--- src/hw/rtl/pblru_pkg.sv ---
// ----------------------------------------------------------------------------
// pblru_pkg
// Shared types, constants and helpers of the LRU page buffer pool.
// ----------------------------------------------------------------------------
package pblru_pkg;

    localparam int BUFFER_SLOTS = 16;
    localparam int SLOT_W       = $clog2(BUFFER_SLOTS);
    localparam int SLOT_FIELD_W = 4;
    localparam int PAGE_W       = 16;
    localparam int STAMP_W      = 32;
    localparam int CMD_W        = 2;
    localparam int CFG_W        = 5;
    localparam int GROUP_SIZE   = 4;
    localparam int GROUPS       = (BUFFER_SLOTS + GROUP_SIZE - 1) / GROUP_SIZE;

    localparam int APB_ADDR_W   = 3;
    localparam int APB_DATA_W   = 32;
    localparam logic [APB_ADDR_W-1:0] ADDR_SLOTS_IN_USE = 3'd0;
    localparam logic [CFG_W-1:0]      SLOTS_IN_USE_RST  = 5'd16;

    localparam logic [CMD_W-1:0] OP_ACCESS = 2'd0;
    localparam logic [CMD_W-1:0] OP_CREATE = 2'd1;
    localparam logic [CMD_W-1:0] OP_DROP   = 2'd2;
    localparam logic [CMD_W-1:0] OP_FLUSH  = 2'd3;

    typedef enum logic [1:0] {
        ST_IDLE,
        ST_EVAL,
        ST_RESOLVE,
        ST_FLUSH
    } pblru_state_t;

    // controller -> datapath
    typedef struct packed {
        logic load;
        logic eval;
        logic commit;
        logic flush_step;
    } pblru_ctl_t;

    // datapath -> controller
    typedef struct packed {
        logic out_free;
        logic is_flush;
        logic flush_more;
    } pblru_sts_t;

    // eviction candidate
    typedef struct packed {
        logic               v;
        logic [STAMP_W-1:0] stamp;
        logic [PAGE_W-1:0]  page;
        logic [SLOT_W-1:0]  idx;
    } pblru_cand_t;

    function automatic logic [SLOT_W-1:0] lowest_set(input logic [BUFFER_SLOTS-1:0] m);
        logic [SLOT_W-1:0] r;
        r = '0;
        for (int i = BUFFER_SLOTS - 1; i >= 0; i--) begin
            if (m[i]) begin
                r = SLOT_W'(i);
            end
        end
        return r;
    endfunction

    // a is the lower slot, so it wins ties
    function automatic pblru_cand_t cand_min(input pblru_cand_t a, input pblru_cand_t b);
        if (a.v && (!b.v || a.stamp <= b.stamp)) begin
            return a;
        end
        return b;
    endfunction

endpackage

--- src/hw/rtl/pblru_in_if.sv ---
// ----------------------------------------------------------------------------
// pblru_in_if
// Command channel of the page buffer pool.
// ----------------------------------------------------------------------------
interface pblru_in_if
    import pblru_pkg::*;
();
    logic              valid;
    logic              ready;
    logic [CMD_W-1:0]  cmd;
    logic [PAGE_W-1:0] page_id;

    modport source (output valid, output cmd, output page_id, input ready);
    modport sink   (input valid, input cmd, input page_id, output ready);
endinterface

--- src/hw/rtl/pblru_out_if.sv ---
// ----------------------------------------------------------------------------
// pblru_out_if
// Result channel of the page buffer pool.
// ----------------------------------------------------------------------------
interface pblru_out_if
    import pblru_pkg::*;
();
    logic                    valid;
    logic                    ready;
    logic                    hit;
    logic [SLOT_FIELD_W-1:0] slot;
    logic [PAGE_W-1:0]       page_number;
    logic                    writeback_valid;
    logic [PAGE_W-1:0]       writeback_page;
    logic                    last;

    modport source (output valid, output hit, output slot, output page_number,
                    output writeback_valid, output writeback_page, output last,
                    input ready);
    modport sink   (input valid, input hit, input slot, input page_number,
                    input writeback_valid, input writeback_page, input last,
                    output ready);
endinterface

--- src/hw/rtl/pblru_ctrl.sv ---
// ----------------------------------------------------------------------------
// pblru_ctrl
// Sequencer: accept, evaluate, resolve or step through a flush.
// ----------------------------------------------------------------------------
module pblru_ctrl
    import pblru_pkg::*;
(
    input  logic       clk,
    input  logic       rst_n,
    input  logic       in_valid,
    output logic       in_ready,
    input  pblru_sts_t sts,
    output pblru_ctl_t ctl
);

    pblru_state_t state_reg;
    pblru_state_t state_next;

    always_ff @(posedge clk or negedge rst_n) begin
        if (!rst_n) begin
            state_reg <= ST_IDLE;
        end
        else begin
            state_reg <= state_next;
        end
    end

    always_comb begin
        state_next = state_reg;
        ctl        = '0;
        in_ready   = 1'b0;
        case (state_reg)
            ST_IDLE: begin
                in_ready = 1'b1;
                if (in_valid) begin
                    ctl.load   = 1'b1;
                    state_next = ST_EVAL;
                end
            end
            ST_EVAL: begin
                ctl.eval   = 1'b1;
                state_next = sts.is_flush ? ST_FLUSH : ST_RESOLVE;
            end
            ST_RESOLVE: begin
                if (sts.out_free) begin
                    ctl.commit = 1'b1;
                    state_next = ST_IDLE;
                end
            end
            ST_FLUSH: begin
                if (sts.out_free) begin
                    ctl.flush_step = 1'b1;
                    if (!sts.flush_more) begin
                        state_next = ST_IDLE;
                    end
                end
            end
            default: begin
                state_next = ST_IDLE;
            end
        endcase
    end

endmodule

--- src/hw/rtl/pblru_dp.sv ---
// ----------------------------------------------------------------------------
// pblru_dp
// Slot tables, tag compare, two-stage LRU search and result register.
// ----------------------------------------------------------------------------
module pblru_dp
    import pblru_pkg::*;
(
    input  logic                    clk,
    input  logic                    rst_n,
    input  pblru_ctl_t              ctl,
    output pblru_sts_t              sts,
    input  logic [BUFFER_SLOTS-1:0] active_mask,
    input  logic [CMD_W-1:0]        in_cmd,
    input  logic [PAGE_W-1:0]       in_page_id,
    pblru_out_if.source             out_ch
);

    // slot tables
    logic [BUFFER_SLOTS-1:0] slot_valid_reg, slot_valid_next;
    logic [PAGE_W-1:0]       slot_page_reg  [BUFFER_SLOTS];
    logic [PAGE_W-1:0]       slot_page_next [BUFFER_SLOTS];
    logic [STAMP_W-1:0]      slot_stamp_reg [BUFFER_SLOTS];
    logic [STAMP_W-1:0]      slot_stamp_next[BUFFER_SLOTS];
    logic [STAMP_W-1:0]      use_clock_reg, use_clock_next;
    logic [PAGE_W-1:0]       next_new_page_reg, next_new_page_next;

    // captured transaction
    logic [CMD_W-1:0]        item_cmd_reg, item_cmd_next;
    logic [PAGE_W-1:0]       item_page_reg, item_page_next;

    // evaluation results
    logic [BUFFER_SLOTS-1:0] match_mask_reg, match_mask_next;
    logic [BUFFER_SLOTS-1:0] empty_mask_reg, empty_mask_next;
    pblru_cand_t             grp_reg [GROUPS];
    pblru_cand_t             grp_next[GROUPS];
    logic [BUFFER_SLOTS-1:0] flush_mask_reg, flush_mask_next;

    // result register
    logic                    out_valid_reg, out_valid_next;
    logic                    out_hit_reg, out_hit_next;
    logic [SLOT_FIELD_W-1:0] out_slot_reg, out_slot_next;
    logic [PAGE_W-1:0]       out_page_reg, out_page_next;
    logic                    out_wbv_reg, out_wbv_next;
    logic [PAGE_W-1:0]       out_wbp_reg, out_wbp_next;
    logic                    out_last_reg, out_last_next;

    logic [BUFFER_SLOTS-1:0] match_comb;
    logic [BUFFER_SLOTS-1:0] flush_rest;
    logic [SLOT_W-1:0]       flush_idx;
    logic [SLOT_W-1:0]       hit_slot;
    logic [SLOT_W-1:0]       victim;
    logic [PAGE_W-1:0]       new_page;
    logic                    out_free;
    pblru_cand_t             lru;

    assign out_free = !out_valid_reg || out_ch.ready;

    assign flush_idx  = lowest_set(flush_mask_reg);
    assign flush_rest = flush_mask_reg & ~(BUFFER_SLOTS'(1) << flush_idx);
    assign hit_slot   = lowest_set(match_mask_reg);

    assign sts.out_free   = out_free;
    assign sts.is_flush   = (item_cmd_reg == OP_FLUSH);
    assign sts.flush_more = |flush_rest;

    // stage 1: tag compare and per-group minimum
    always_comb begin
        pblru_cand_t c;
        int          idx;
        for (int i = 0; i < BUFFER_SLOTS; i++) begin
            match_comb[i] = slot_valid_reg[i] && active_mask[i]
                            && (slot_page_reg[i] == item_page_reg);
        end
        for (int g = 0; g < GROUPS; g++) begin
            grp_next[g] = '0;
            for (int k = 0; k < GROUP_SIZE; k++) begin
                idx = g * GROUP_SIZE + k;
                if (idx < BUFFER_SLOTS) begin
                    c.v         = slot_valid_reg[idx] && active_mask[idx];
                    c.stamp     = slot_stamp_reg[idx];
                    c.page      = slot_page_reg[idx];
                    c.idx       = SLOT_W'(idx);
                    grp_next[g] = cand_min(grp_next[g], c);
                end
            end
            if (!ctl.eval) begin
                grp_next[g] = grp_reg[g];
            end
        end
    end

    // stage 2: final minimum over the groups
    always_comb begin
        lru = '0;
        for (int g = 0; g < GROUPS; g++) begin
            lru = cand_min(lru, grp_reg[g]);
        end
    end

    assign victim   = (|empty_mask_reg) ? lowest_set(empty_mask_reg) : lru.idx;
    assign new_page = (item_cmd_reg == OP_CREATE) ? next_new_page_reg : item_page_reg;

    always_comb begin
        slot_valid_next    = slot_valid_reg;
        slot_page_next     = slot_page_reg;
        slot_stamp_next    = slot_stamp_reg;
        use_clock_next     = use_clock_reg;
        next_new_page_next = next_new_page_reg;
        item_cmd_next      = ctl.load ? in_cmd : item_cmd_reg;
        item_page_next     = ctl.load ? in_page_id : item_page_reg;
        match_mask_next    = ctl.eval ? match_comb : match_mask_reg;
        empty_mask_next    = ctl.eval ? (~slot_valid_reg & active_mask) : empty_mask_reg;
        flush_mask_next    = flush_mask_reg;
        out_valid_next     = out_valid_reg && !out_ch.ready;
        out_hit_next       = out_hit_reg;
        out_slot_next      = out_slot_reg;
        out_page_next      = out_page_reg;
        out_wbv_next       = out_wbv_reg;
        out_wbp_next       = out_wbp_reg;
        out_last_next      = out_last_reg;

        if (ctl.eval && (item_cmd_reg == OP_FLUSH)) begin
            flush_mask_next = slot_valid_reg & active_mask;
        end

        if (ctl.commit) begin
            out_valid_next = 1'b1;
            out_last_next  = 1'b1;
            case (item_cmd_reg)
                OP_DROP: begin
                    // every matching slot goes, the lowest is reported
                    slot_valid_next = slot_valid_reg & ~match_mask_reg;
                    out_hit_next    = |match_mask_reg;
                    out_slot_next   = (|match_mask_reg) ? SLOT_FIELD_W'(hit_slot) : '0;
                    out_page_next   = item_page_reg;
                    out_wbv_next    = 1'b0;
                    out_wbp_next    = '0;
                end
                default: begin
                    if (use_clock_reg != '1) begin
                        use_clock_next = use_clock_reg + STAMP_W'(1);
                    end
                    if ((item_cmd_reg == OP_ACCESS) && (|match_mask_reg)) begin
                        slot_stamp_next[hit_slot] = use_clock_reg;
                        out_hit_next  = 1'b1;
                        out_slot_next = SLOT_FIELD_W'(hit_slot);
                        out_page_next = item_page_reg;
                        out_wbv_next  = 1'b0;
                        out_wbp_next  = '0;
                    end
                    else begin
                        if (item_cmd_reg == OP_CREATE) begin
                            next_new_page_next = next_new_page_reg + PAGE_W'(1);
                        end
                        slot_valid_next[victim] = 1'b1;
                        slot_page_next[victim]  = new_page;
                        slot_stamp_next[victim] = use_clock_reg;
                        out_hit_next  = 1'b0;
                        out_slot_next = SLOT_FIELD_W'(victim);
                        out_page_next = new_page;
                        out_wbv_next  = ~(|empty_mask_reg);
                        out_wbp_next  = (|empty_mask_reg) ? '0 : lru.page;
                    end
                end
            endcase
        end

        if (ctl.flush_step) begin
            out_valid_next = 1'b1;
            out_hit_next   = 1'b0;
            if (|flush_mask_reg) begin
                slot_valid_next[flush_idx] = 1'b0;
                flush_mask_next            = flush_rest;
                out_slot_next              = SLOT_FIELD_W'(flush_idx);
                out_page_next              = slot_page_reg[flush_idx];
                out_wbv_next               = 1'b1;
                out_wbp_next               = slot_page_reg[flush_idx];
                out_last_next              = ~(|flush_rest);
            end
            else begin
                // nothing resident: single result with only last set
                out_slot_next = '0;
                out_page_next = '0;
                out_wbv_next  = 1'b0;
                out_wbp_next  = '0;
                out_last_next = 1'b1;
            end
        end
    end

    always_ff @(posedge clk or negedge rst_n) begin
        if (!rst_n) begin
            slot_valid_reg    <= '0;
            use_clock_reg     <= '0;
            next_new_page_reg <= '0;
            flush_mask_reg    <= '0;
            out_valid_reg     <= 1'b0;
        end
        else begin
            slot_valid_reg    <= slot_valid_next;
            use_clock_reg     <= use_clock_next;
            next_new_page_reg <= next_new_page_next;
            flush_mask_reg    <= flush_mask_next;
            out_valid_reg     <= out_valid_next;
        end
    end

    always_ff @(posedge clk) begin
        slot_page_reg  <= slot_page_next;
        slot_stamp_reg <= slot_stamp_next;
        item_cmd_reg   <= item_cmd_next;
        item_page_reg  <= item_page_next;
        match_mask_reg <= match_mask_next;
        empty_mask_reg <= empty_mask_next;
        grp_reg        <= grp_next;
        out_hit_reg    <= out_hit_next;
        out_slot_reg   <= out_slot_next;
        out_page_reg   <= out_page_next;
        out_wbv_reg    <= out_wbv_next;
        out_wbp_reg    <= out_wbp_next;
        out_last_reg   <= out_last_next;
    end

    assign out_ch.valid           = out_valid_reg;
    assign out_ch.hit             = out_hit_reg;
    assign out_ch.slot            = out_slot_reg;
    assign out_ch.page_number     = out_page_reg;
    assign out_ch.writeback_valid = out_wbv_reg;
    assign out_ch.writeback_page  = out_wbp_reg;
    assign out_ch.last            = out_last_reg;

    a_no_overwrite: assert property (@(posedge clk) disable iff (!rst_n)
        (ctl.commit || ctl.flush_step) |-> (!out_valid_reg || out_ch.ready))
        else $error("result register loaded while a result is pending");

    a_result_shown: assert property (@(posedge clk) disable iff (!rst_n)
        (ctl.commit || ctl.flush_step) |=> out_valid_reg)
        else $error("produced result not presented");

    a_clock_monotonic: assert property (@(posedge clk) disable iff (!rst_n)
        use_clock_reg >= $past(use_clock_reg))
        else $error("use clock went backwards");

    a_flush_subset: assert property (@(posedge clk) disable iff (!rst_n)
        (flush_mask_reg & ~slot_valid_reg) == '0)
        else $error("flush pending on an empty slot");

endmodule

--- src/hw/rtl/page_buffer_lru_replacement.sv ---
// ----------------------------------------------------------------------------
// page_buffer_lru_replacement
// LRU buffer pool of page slots with APB slot-count register.
// ----------------------------------------------------------------------------
// Access, create and drop step the sequencer through its idle, evaluate and
// resolve states. The idle step captures the command. The evaluate step runs
// the tag compare and the per-group LRU minimum. The resolve step makes the
// final pick, updates the tables and loads the output register. The next
// command is accepted in the cycle after the result is loaded, so a new
// command is not taken before the last one's result is loaded. A flush steps
// through the resident slots (a single result when none is resident), one
// writeback transaction per cycle while the result side keeps up. While a
// result waits, the command side still takes one more command. A stalled
// result side holds the sequencer at its result step. Register slots_in_use
// sits at byte address 0 and resets to 16.
// ----------------------------------------------------------------------------
module page_buffer_lru_replacement
    import pblru_pkg::*;
(
    input  logic                  clk,
    input  logic                  rst_n,
    input  logic                  psel,
    input  logic                  penable,
    input  logic                  pwrite,
    input  logic [APB_ADDR_W-1:0] paddr,
    input  logic [APB_DATA_W-1:0] pwdata,
    output logic [APB_DATA_W-1:0] prdata,
    output logic                  pready,
    pblru_in_if.sink              in_ch,
    pblru_out_if.source           out_ch
);

    logic [CFG_W-1:0]        slots_in_use_reg, slots_in_use_next;
    logic [BUFFER_SLOTS-1:0] active_mask;
    logic                    cfg_write;
    pblru_ctl_t              ctl;
    pblru_sts_t              sts;

    assign pready    = 1'b1;
    assign cfg_write = psel && penable && pwrite && pready && (paddr == ADDR_SLOTS_IN_USE);
    assign prdata    = (paddr == ADDR_SLOTS_IN_USE) ? APB_DATA_W'(slots_in_use_reg) : '0;

    assign slots_in_use_next = cfg_write ? pwdata[CFG_W-1:0] : slots_in_use_reg;

    always_ff @(posedge clk or negedge rst_n) begin
        if (!rst_n) begin
            slots_in_use_reg <= SLOTS_IN_USE_RST;
        end
        else begin
            slots_in_use_reg <= slots_in_use_next;
        end
    end

    // zero acts as one slot, oversized counts as all slots
    always_comb begin
        for (int i = 0; i < BUFFER_SLOTS; i++) begin
            active_mask[i] = (i == 0) || (i < int'(slots_in_use_reg));
        end
    end

    pblru_ctrl u_ctrl (
        .clk      (clk),
        .rst_n    (rst_n),
        .in_valid (in_ch.valid),
        .in_ready (in_ch.ready),
        .sts      (sts),
        .ctl      (ctl)
    );

    pblru_dp u_dp (
        .clk         (clk),
        .rst_n       (rst_n),
        .ctl         (ctl),
        .sts         (sts),
        .active_mask (active_mask),
        .in_cmd      (in_ch.cmd),
        .in_page_id  (in_ch.page_id),
        .out_ch      (out_ch)
    );

endmodule

--- src/flat_wrapper.sv ---
// flat-port wrapper written by rule: the top's interface ports become plain ports
module page_buffer_lru_replacement_flat import pblru_pkg::*;
  (clk, rst_n, psel, penable, pwrite, paddr, pwdata, prdata, pready, in_ch_valid, in_ch_cmd, in_ch_page_id, in_ch_ready, out_ch_valid, out_ch_hit, out_ch_slot, out_ch_page_number, out_ch_writeback_valid, out_ch_writeback_page, out_ch_last, out_ch_ready);
  pblru_in_if in_ch_i ();
  pblru_out_if out_ch_i ();
  input  logic clk;
  input  logic rst_n;
  input  logic psel;
  input  logic penable;
  input  logic pwrite;
  input  logic [APB_ADDR_W-1:0] paddr;
  input  logic [APB_DATA_W-1:0] pwdata;
  output logic [APB_DATA_W-1:0] prdata;
  output logic pready;
  input wire logic [$bits(in_ch_i.valid)-1:0] in_ch_valid;
  input wire logic [$bits(in_ch_i.cmd)-1:0] in_ch_cmd;
  input wire logic [$bits(in_ch_i.page_id)-1:0] in_ch_page_id;
  output wire logic [$bits(in_ch_i.ready)-1:0] in_ch_ready;
  output wire logic [$bits(out_ch_i.valid)-1:0] out_ch_valid;
  output wire logic [$bits(out_ch_i.hit)-1:0] out_ch_hit;
  output wire logic [$bits(out_ch_i.slot)-1:0] out_ch_slot;
  output wire logic [$bits(out_ch_i.page_number)-1:0] out_ch_page_number;
  output wire logic [$bits(out_ch_i.writeback_valid)-1:0] out_ch_writeback_valid;
  output wire logic [$bits(out_ch_i.writeback_page)-1:0] out_ch_writeback_page;
  output wire logic [$bits(out_ch_i.last)-1:0] out_ch_last;
  input wire logic [$bits(out_ch_i.ready)-1:0] out_ch_ready;
  assign in_ch_i.valid = in_ch_valid;
  assign in_ch_i.cmd = in_ch_cmd;
  assign in_ch_i.page_id = in_ch_page_id;
  assign in_ch_ready = in_ch_i.ready;
  assign out_ch_valid = out_ch_i.valid;
  assign out_ch_hit = out_ch_i.hit;
  assign out_ch_slot = out_ch_i.slot;
  assign out_ch_page_number = out_ch_i.page_number;
  assign out_ch_writeback_valid = out_ch_i.writeback_valid;
  assign out_ch_writeback_page = out_ch_i.writeback_page;
  assign out_ch_last = out_ch_i.last;
  assign out_ch_i.ready = out_ch_ready;
  page_buffer_lru_replacement u_core (.clk(clk), .rst_n(rst_n), .psel(psel), .penable(penable), .pwrite(pwrite), .paddr(paddr), .pwdata(pwdata), .prdata(prdata), .pready(pready), .in_ch(in_ch_i), .out_ch(out_ch_i));
endmodule
--- config.mk ---
export PLATFORM = sky130hd
export DESIGN_NAME = page_buffer_lru_replacement_flat
export DESIGN_NICKNAME = d
export VERILOG_FILES = /design/src/hw/rtl/pblru_pkg.sv /design/src/hw/rtl/pblru_in_if.sv /design/src/hw/rtl/pblru_out_if.sv /design/src/hw/rtl/pblru_ctrl.sv /design/src/hw/rtl/pblru_dp.sv /design/src/hw/rtl/page_buffer_lru_replacement.sv /design/src/flat_wrapper.sv
export SDC_FILE = /design/constraint.sdc
export NUM_CORES = 2
export LEC_CHECK = 0
export BUFFER_PORTS_ARGS = -buffer_cell sky130_fd_sc_hd__buf_2
export CAP_MARGIN = 20
export CORE_ASPECT_RATIO = 1.4
export CORE_MARGIN = 1.5
export CORE_UTILIZATION = 50
export CTS_BUF_LIST = sky130_fd_sc_hd__clkbuf_4
export CTS_CLUSTER_SIZE = 28
export DETAILED_ROUTE_END_ITERATION = 8
export PLACE_DENSITY = 0.66
export SYNTH_ARGS = -nofsm -noshare
export SYNTH_HDL_FRONTEND = slang
export SYNTH_SLANG_ARGS = --single-unit
--- constraint.sdc ---
create_clock -name clk -period 16.7 [get_ports clk]
set_input_delay 1.67 -clock clk [delete_from_list [all_inputs] [get_ports clk]]
set_output_delay 1.67 -clock clk [all_outputs]
set_load 0.01 [all_outputs]
==> impl_metrics.tcl <==
set metrics [dict create \
    postCtsHoldBufs 0 \
    wl_um 236000 \
    cpPeakStageDelay_ns 0.80 \
    post-route-drc-count 0 \
    cts_setup_buffers 0 \
    dr_total_vias 51900 \
    rsz0062_at_grt "no" \
    first_pass_iters 6 \
    max_freq_ghz 0.0835 \
    htreeDepth 5 \
    crit_arrival_ns 12.95 \
    first_global_vias 51700 \
    utilization 0.550 \
    drv_slew 0 \
    synth_area_leaders "edfxtp_1 (47%), ha_1 (8.8%), mux2_2 (3.8%), nor2b_1 (3.4%), inv_1 (3.3%)" \
    multi_input_area_um2 30800 \
    grt_use_total 0.339 \
    ir_worst_vdd_mv 0.257 \
    yosysWarningCount 0 \
    ioPinCount 134 \
    cp_common_cell "buf_4" \
    netlist.area_leader.share 0.467 \
    worstSetupStartpointType "flop" \
    cts_buffer_depth 4 \
    dieArea_um2 139000 \
    slew_headroom 0.152 \
    seq_area_um2 34100 \
    cts-root-buf "clkbuf_4" \
    die_y_um 440 \
    areaGrowthSynthToFinish_pct 9.43 \
    place_hpwl_um 167000 \
    grt_max_degree 69 \
    drv_cap 0 \
    stdcell_area_um2 74600 \
    period_minus_slack_ns 11.97 \
    fin_crit_sh 0.717 \
    cp_max_fo 62 \
    viasPerCell 6.15 \
    start_util 0.503 \
    insertion_delay_ns 1.37 \
    dp.cells 7901 \
    synthTopCellsByCount "edfxtp_1 (1,060), inv_1 (591), ha_1 (482)" \
    fin_hold_ws_ns 0.370 \
    cpMaxStageDelayCell "nor2_4" \
    cts_resized 0 \
    gp_congestion 1.01 \
    largest_reg_flops 512 \
    tightest_slew_ns 1.26 \
    ys_dominant_reg_cell "edfxtp_1" \
    yosysSeqAreaShare 0.500 \
    clock-sinks 1149 \
    path_clk_slew_ns 0.06 \
    coreArea_um2 136000 \
    synth_area_leader_cell "edfxtp_1" \
    nets 6984 \
    yosysMostFrequentCell "edfxtp_1" \
    synth_edf_count 1060 \
    power_density_nw_per_um2 160 \
    row_count 160 \
    synth.avg_cell_area_um2 10.9 \
    postSynthCellCount 6270 \
    drtIter0Drc 4771 \
    worstSetupPathType "flop to flop" \
    yosys_register_bits 1149 \
    cellLeakagePower_nw 29.7 \
    hp-class "primary input to async pin" \
    place_area_um2 70800 \
    ant_nets 0 \
    cp-end-kind "flop" \
    ys_types 82 \
    netlist_area_um2 68200 \
    grt_first_pass_wirelength_um 339000 \
    die_w_um 315 \
    cts_tree "done" \
    async_reset_ff_frac 0.0766 \
    antenna_found_initial 20 \
    timing.setup.tns_ns 0 \
    drive_gt1_frac 0.158 \
    cts_buffers 311 \
    outcome "finished, final reports clean" \
    finalHoldViolCount 0 \
    required_ns 17.68 \
    skew_ns 0.109 \
    setup_viol 0 \
    fin_cells 8448 \
    port_buffers 78 \
    overflow 0 \
    detail_route.wl_per_cell_um 28.0 \
    fillCellCount 11600 \
]
[metrics by stage]
stage	total power [mW]	worst slack, ns
final	12.0	4.73
after global routing	12.4	4.02
after CTS	11.8	4.89
after detailed placement	9.41	5.00
after global placement	9.33	5.08
after floorplan	7.26	3.31
[worst paths after layout]
kind	from	end	slack, ns	cells after the start
hold reg to reg	u_core.u_dp.next_new_page_reg[8]	u_core.u_dp.next_new_page_reg[8]	0.50	1
max in group asynchronous	rst_n	u_core.u_dp.next_new_page_reg[6]	14.99	2
hold / removal	rst_n	u_core.u_dp.use_clock_reg[18]	0.37	1
setup / recovery	u_core.u_dp.grp_reg[207]	u_core.u_dp.slot_stamp_reg[290]	4.73	29
min in group clk	u_core.u_dp.next_new_page_reg[8]	u_core.u_dp.next_new_page_reg[8]	0.50	1
setup reg to reg	u_core.u_dp.grp_reg[207]	u_core.u_dp.slot_stamp_reg[290]	4.73	29
[where the power goes]
part,switching [mW],internal [mW]
clock,1.23,1.20
sequential,0.241,3.62
combinational,3.84,1.83
[layout make-up]
type                            instances  share of cell area
Antenna cell                           17            0.000570
Clock buffer                          429              0.0432
Clock inverter                         91             0.00517
Inverter                              591              0.0297
Multi-Input combinational cell       4166               0.413
Sequential cell                      1149               0.457
Tap cell                             1782              0.0299
Timing Repair Buffer                  223              0.0215
[routing by layer]
| layer | global-route usage | part of all wire | vias to the layer above |
|---|---|---|---|
| li1 | - | - | 23200 |
| met1 | 0.350 | 0.34 | 25300 |
| met2 | 0.584 | 0.50 | 2527 |
| met3 | 0.0612 | 0.063 | 882 |
| met4 | 0.307 | 0.10 | 6 |
| met5 | 0 | 0.00019 | - |
[kinds of logic (layout without fill, tap and decap cells)]
group,after synthesis,count (layout),share of synthesized area
xor+xnor,302,302,0.0388
simple gates,1780,1780,0.134
buf+inv,981,1334,0.0567
compound gates,1198,1198,0.114
other cells,2,45,0.000110
flops,1149,1149,0.500
mux,376,376,0.0682
fa+ha+maj,482,482,0.0885
[critical path: cells and delay by family (launching register included)]
family / cells / cell delay, ns
compound gates: 11 / 3.13
fa+ha+maj: 3 / 0.99
buf+inv: 5 / 2.35
flops: 1 / 0.40
mux: 1 / 0.47
simple gates: 9 / 4.13
[cells in the final DEF, fill, tap and decap left out, types with 28 or more instances in the layout]
| cell | count |
|---|---|
| xor2_1 | 253 |
| nand4_1 | 132 |
| dfrtp_1 | 79 |
| and3_1 | 28 |
| o21a_1 | 44 |
| and2_1 | 87 |
| buf_4 | 137 |
| xnor2_1 | 49 |
| nor3_1 | 75 |
| nand3_1 | 184 |
| conb_1 | 28 |
| o211ai_1 | 46 |
| nor2_1 | 208 |
| mux4_2 | 48 |
| mux2_2 | 229 |
| a21o_1 | 96 |
| a21boi_0 | 68 |
| inv_1 | 590 |
| nand2_1 | 479 |
| clkinv_1 | 69 |
| a211oi_1 | 35 |
| edfxtp_1 | 1060 |
| buf_2 | 77 |
| o21ai_0 | 340 |
| ha_1 | 482 |
| nor4_1 | 86 |
| clkbuf_4 | 429 |
| a31oi_1 | 51 |
| a21oi_1 | 254 |
| mux2i_1 | 99 |
| o221ai_1 | 89 |
| nor2b_1 | 374 |
Note: power is estimated with default switching activity, not from simulation.
